===== src/hdl/brlf_pkg.sv =====
// ----------------------------------------------------------------------------
// brlf_pkg
// Shared types, codes and constants of the byte ring buffer line finder.
// ----------------------------------------------------------------------------
package brlf_pkg;

    localparam int CAPACITY_DEF = 1024;
    localparam int MAX_SEP      = 4;
    localparam int SEPN_W       = $clog2(MAX_SEP + 1);

    localparam int ACT_W       = 2;
    localparam int BYTE_W      = 8;
    localparam int LEN_W       = 11;
    localparam int ST_W        = 2;
    localparam int SEP_LEN_W   = 3;
    localparam int SEP_BYTES_W = 32;
    localparam int CFG_IDX_W   = 1;

    // action codes
    localparam logic [ACT_W-1:0] ACT_PUSH = 2'd0;
    localparam logic [ACT_W-1:0] ACT_POP  = 2'd1;
    localparam logic [ACT_W-1:0] ACT_FIND = 2'd2;
    localparam logic [ACT_W-1:0] ACT_SKIP = 2'd3;

    // status codes
    localparam logic [ST_W-1:0] ST_OK       = 2'd0;
    localparam logic [ST_W-1:0] ST_SHORT    = 2'd1;
    localparam logic [ST_W-1:0] ST_FULL     = 2'd2;
    localparam logic [ST_W-1:0] ST_NOTFOUND = 2'd3;

    // configuration register indexes
    localparam logic [CFG_IDX_W-1:0] CFG_SEP_LEN   = 1'd0;
    localparam logic [CFG_IDX_W-1:0] CFG_SEP_BYTES = 1'd1;

    typedef struct packed {
        logic [ACT_W-1:0]  action;
        logic [BYTE_W-1:0] data_byte;
        logic [LEN_W-1:0]  count;
    } t_item;

    typedef struct packed {
        logic [ST_W-1:0]   status;
        logic [BYTE_W-1:0] out_byte;
        logic [LEN_W-1:0]  line_length;
        logic [LEN_W-1:0]  fill_level;
    } t_result;

    typedef struct packed {
        logic              shift;
        logic [BYTE_W-1:0] din;
    } t_match_ctl;

    // separator byte k; bytes past the fourth read as zero
    function automatic logic [BYTE_W-1:0] f_sep_byte(input logic [SEP_BYTES_W-1:0] sep,
                                                     input int k);
        logic [BYTE_W-1:0] b;
        b = '0;
        if (k >= 0 && k < SEP_BYTES_W / BYTE_W) begin
            b = sep[BYTE_W*k +: BYTE_W];
        end
        return b;
    endfunction

endpackage


===== src/hdl/brlf_match.sv =====
// ----------------------------------------------------------------------------
// brlf_match
// Separator window: shifts in one stored byte per beat and compares the
// newest bytes against the separator.
// ----------------------------------------------------------------------------
module brlf_match import brlf_pkg::*; (
    input  logic                   i_clk,
    input  t_match_ctl             i_ctl,
    input  logic [SEP_BYTES_W-1:0] i_sep_bytes,
    input  logic [SEPN_W-1:0]      i_sep_n,
    output logic                   o_hit
);

    localparam int WIN = (MAX_SEP > 1) ? MAX_SEP - 1 : 1;

    // r_win[0] is the byte before the newest one
    logic [BYTE_W-1:0] r_win [WIN];
    logic [BYTE_W-1:0] nw    [MAX_SEP];

    always_ff @(posedge i_clk) begin
        if (i_ctl.shift) begin
            r_win[0] <= i_ctl.din;
            for (int m = 1; m < WIN; m++) begin
                r_win[m] <= r_win[m-1];
            end
        end
    end

    // nw[m] is the byte m places before the incoming one; it must equal
    // separator byte n-1-m
    always_comb begin
        nw[0] = i_ctl.din;
        for (int m = 1; m < MAX_SEP; m++) begin
            nw[m] = r_win[m-1];
        end
        o_hit = 1'b1;
        for (int m = 0; m < MAX_SEP; m++) begin
            if (m < int'(i_sep_n)) begin
                if (nw[m] != f_sep_byte(i_sep_bytes, int'(i_sep_n) - 1 - m)) begin
                    o_hit = 1'b0;
                end
            end
        end
    end

endmodule


===== config.mk =====
export PLATFORM = sky130hd
export DESIGN_NAME = brlf_match
export DESIGN_NICKNAME = d
export VERILOG_FILES = /design/src/hdl/brlf_pkg.sv /design/src/hdl/brlf_match.sv
export SDC_FILE = /design/constraint.sdc
export NUM_CORES = 1
export LEC_CHECK = 0
export ABC_AREA = 1
export BUFFER_PORTS_ARGS = -buffer_cell sky130_fd_sc_hd__buf_2
export CORE_MARGIN = 5
export CORE_UTILIZATION = 50
export DETAILED_ROUTE_END_ITERATION = 7
export GPL_TIMING_DRIVEN = 0
export PLACE_DENSITY = 0.74
export SLEW_MARGIN = 0
export SYNTH_ARGS = -nofsm -noshare
export SYNTH_HDL_FRONTEND = slang
export SYNTH_SLANG_ARGS = --single-unit
export TNS_END_PERCENT = 30

===== constraint.sdc =====
create_clock -name i_clk -period 4.9 [get_ports i_clk]
set_clock_uncertainty 0.2 [all_clocks]
set_input_delay 0.49 -clock i_clk [delete_from_list [all_inputs] [get_ports i_clk]]
set_output_delay 0.49 -clock i_clk [all_outputs]
set_load 0.05 [all_outputs]

**Word level (Yosys, flattened, before mapping)**

Memory sizes are Yosys's and may differ from the RTL's.
Index checks and enable logic that the tools add are counted.

- Register bits after elaboration: 0
- Bits in latches: 0
- RAM bits: 24
- Bits in read-only memories: 0
- Bits of input ports: 45
- Output and inout port bits: 1
- Logic and storage cells: 47
- Memories: 1

- Add/sub/neg operators: 4
- $mul: 0
- Div/mod/pow operators: 0
- Magnitude comparators: 12
- Equality and inequality tests: 4
- Shift operators: 4
- Muxes and demuxes: 18
- Bitwise operators: 0
- Reduce and logical (&&, ||, !) cells: 4

Memory list:

| memory | words | bits a word | rd ports | clocked after Yosys merged registers in | wr ports | RTL line | text |
|---|---|---|---|---|---|---|---|
| r_win | 3 | 8 | 3 | 0 | 3 | brlf_match.sv:17 | `logic [BYTE_W-1:0] r_win [WIN];` |

Operator list:

| kind | number |
|---|---|
| $ge 32x1->1 const B | 2 |
| $lt 32x4->1 const B | 2 |
| $mux 8 | 8 |
| $shiftx 32x32->8 | 2 |
| $ne 8x8->1 | 4 |
| $shiftx 32x7->8 | 1 |
| $shiftx 32x8->8 | 1 |
| $mux 1 | 10 |
| $sub 4x3->5 const B | 2 |
| $lt 1x3->1 const A | 2 |
| $lt 2x3->1 const A | 2 |
| $ge 5x1->1 const B | 1 |
| $lt 5x4->1 const B | 1 |
| $sub 4x2->5 const B | 1 |
| $ge 4x1->1 const B | 1 |
| $logic_and 1x1->1 | 4 |
| $lt 4x4->1 const B | 1 |
| $sub 3x1->4 const B | 1 |

**Depth between registers and ports, before layout**

- Depth after elaboration: 14
- Mapped depth: 21
- Gate-level depth less buffers: 17

**Least setup slack after synthesis**

OpenSTA, ideal clock, no wires.

- Kind: input port to output port
- Start: input port i_sep_n[0]
- End: output port o_hit
- Arrival: 3.145 ns
- Required time: 4.210 ns
- Setup slack: 1.065 ns
- Cell stages on the path: 18
- Buffers on the path: 3
- Path through: buf_6 inv_8 buf_6 ha_1 ha_1 ha_1 inv_1 nand3_2 nor2_8 buf_6 nand3_1 nand2_1 nand2_1 nor2_1 nand3_1 nand2_1 nand3_1 nor2_1

- Word-level cells in the longest chain between the ends: 14
- Elaborated cells on any way between the ends: 44
- Classes of those cells: add/sub (4); order compare (12); eq/ne (4); shift (4); mux (16); reduce/logical (4)

RTL lines:

| element | RTL line | text |
|---|---|---|
| from (decl) | brlf_match.sv:10 | `input logic [SEPN_W-1:0] i_sep_n,` |
| branches (longest 13 deep; another with $ge 32x1->1) | -- |  |
| $mux 1 * | brlf_match.sv:38 | `if (m < int'(i_sep_n)) begin` |
| to (decl) | brlf_match.sv:11 | `output logic o_hit` |

Every way passes the cells marked *. The select of a mux whose other input is x is not followed.

**Worst setup path in the final report**

Same ends and word-level chain as after synthesis.

==> metrics.md <==
| Metric | Value |
|---|---|
| GRT Util Overall | 24.5% |
| Power per Cell Area | 229 nW/µm² |
| Non-filler cells, final | 607 |
| Routability cong. | 0.920 |
| FP Rows | 27 |
| Hold Crit Class | input pin to flop |
| Clock power frac | 23.6% |
| Final Cycle Share | 83.3% |
| Post-synth EDFFs | 24 |
| Placed inst area | 3180 µm² |
| Asr flop ratio synth | 0% |
| Relative slew margins | 63.3% |
| Largest net degree at the start of global routing | 25 |
| #FFs+latches synth | 24 |
| Cts bufs inserted | 3 |
| Root Buffer | clkbuf_8 |
| Clock Sinks | 24 |
| Leakage power total | 1.81 nW |
| Critical path required time | 4.21 ns |
| DRT iter0 DRCs | 252 |
| Synth-to-layout area growth | 13.5% |
| Total number of vias | 3228 |
| Sw frac | 37.6% |
| Setup TNS | 0 ns |
| Buffers on Ports | 45 |
| Cts hold-fix bufs | 0 |
| Most flop-heavy register | r_win |
| Number of nets with antenna violations after routing | 0 |
| Post-synthesis sequential area ratio | 25.2% |
| ANT cells | 0 |
| Distinct cells, synth | 29 |
| CP max FO | 10 |
| Type of origin of the critical path | input pin |
| I/O pin cnt | 46 |
| Die Span Y | 85.7 µm |
| Fin area | 3250 µm² |
| Core Region | 5540 µm² |
| Final wirelength | 8.89 mm |
| Vias per inst | 5.32 |
| Slew @ Worst Pin | 0.551 ns |
| Filler cells | 554 |
| H-tree Lvls | 1 |
| GRT overflow | 0 |
| RSZ-0062 raised after global routing | no |
| Commonest register cell after synthesis | edfxtp_1 |
| Initial antenna violation count | 0 |
| Commonest non-fill, non-tap cells in the layout | 259 x nand2_1, 54 x buf_2, 41 x inv_1 |
| Max reg flops | 24 |
| Crit end category | output pin |
| IR drop worst, VDD | 151 µV |
| Cell Area, Synth | 2860 µm² |
| Share of layout cells above drive strength 1 | 16.1% |
| Final hold vios | 0 |
| Final setup viols | 0 |
| NetSw | 0.000280 W |
| Initial core utilization | 51.7% |
| Max-cap violation count | 0 |
| Fin. max-slew vios | 0 |
| Fmax | 245 MHz |
| Syn Nets | 538 |
| DRC Markers | 0 |
| Final HPWL DP | 7.10 mm |
| Vias in the first global route | 2990 |
| Syn Inst Count | 486 |
| Cell Int Power | 0.000464 W |
| Die footprint | 7340 µm² |
| Placed cell count | 603 |
| Post-CTS sizing | 0 |
| Drt first pass iters | 6 |
| Clock tree buffer depth | 2 |
| Clock-pin slew on the worst setup and hold paths | 0.09 ns |
| Commonest non-fill, non-tap cell in the layout | nand2_1 |
| Minimum clock period | 4.08 ns |
| Largest registers | r_win (24) |
| WP data arrival | 3.39 ns |
| Tot Pwr | 0.000744 W |
| Hold slack final | 0.218 ns |
| Status | complete, no violations |
| Wire per inst | 14.7 µm |
| First-pass GRT wire length | 14.3 mm |
| Worst-Skew Late Latency | 0.27 ns |
| Syn. warnings | 1 |
| CTS tree | done |
| Combinational share of power | 42.5% |
| Syn avg cell area | 5.89 µm² |
| Seq pwr share | 33.9% |
| Die W | 85.7 µm |
| CP Class | input pin to output pin |
| Final nets | 588 |
| Postcts setup bufs | 0 |
-- worst paths after layout --
path                 from  slack [ns]           end  depth (start not counted)
min              i_ctl[5]        0.22   r_win[0][5]                          1
min reg2reg  r_win[0][15]        0.28  r_win[0][23]                          0
max            i_sep_n[0]        0.82         o_hit                         21
max reg2reg   r_win[0][4]        3.98  r_win[0][12]                          0
-- power by group through the flow --
stage	Combinational, W	Clock (W)	Sequential, W
4_1_cts	0.000312	0.000179	0.000252
3_5_place_dp	0.000311	0	0.000257
2_1_floorplan	0.000221	0	0.000254
6_report	0.000316	0.000176	0.000252
5_1_grt	0.000353	0.000188	0.000254
3_3_place_gp	0.000304	0	0.000256
-- synth_stat cells (all sizes together) (2+ instances only) --
cell	number	area share, %
nand2	265	35
nand3b	9	2.4
o21ai	23	4.0
xor2	3	0.92
nand3	32	5.8
ha	7	3.1
clkbuf	2	0.26
nand4	8	1.7
buf	19	5.2
clkinv	2	0.26
o211ai	3	0.79
a21oi	17	3.0
nor2	24	4.7
inv	45	6.2
xnor2	2	0.87
edfxtp	24	25
-- cells by family after synthesis --
family	after synthesis	share of synthesized area, %
buffers and inverters	68	11.9
adders and majority gates	7	3.06
AOI/OAI and AO/OA	43	7.78
xor gates and xnor gates	5	1.79
and+or+nand+nor	339	50.3
DFF	24	25.2
-- critical path, cell delays in order --
cell and delay, ns:
buf_2 0.12, buf_6 0.15, inv_8 0.06, buf_6 0.14, ha_1 0.33, buf_2 0.19
inv_2 0.07, buf_2 0.26, ha_1 0.19, nand2_1 0.06, nand2_2 0.07, nand2_2 0.07
nor2_4 0.14, buf_6 0.15, nand2_1 0.07, xor2_1 0.16, nand2_1 0.06, nor2_1 0.15
a21oi_1 0.09, nor2_1 0.10, buf_2 0.27
-- layer usage --
metal / GRT usage [%] / wire (µm) / vias to the layer above
li1: - / - / 1624
met2: 39.8 / 3970 / 153
met1: 33.1 / 3910 / 1434
met5: 0 / 0 / -
met4: 7.34 / 192 / 0
met3: 4.51 / 815 / 17
-- metrics by stage --
stage               setup slack [ns]  utilization, %
floorplan                       1.06               -
global placement               0.944            57.4
detailed placement             0.842            57.4
CTS                            0.823            58.6
global route                   0.625            58.6
finish                         0.818            58.6
-- layout make-up --
type                       count  area (µm²)  share of cell area, %
multi-input combinational    394        1800                   55.4
sequential                    24         721                   22.2
timing repair buffer          45         225                   6.93
inverter                      47         184                   5.66
buffer                        21         158                   4.85
tap                           72        90.1                   2.77
clock buffer                   3        41.3                   1.27
clock inverter                 1        30.0                  0.924
Note: power is estimated with default switching activity, not from simulation.
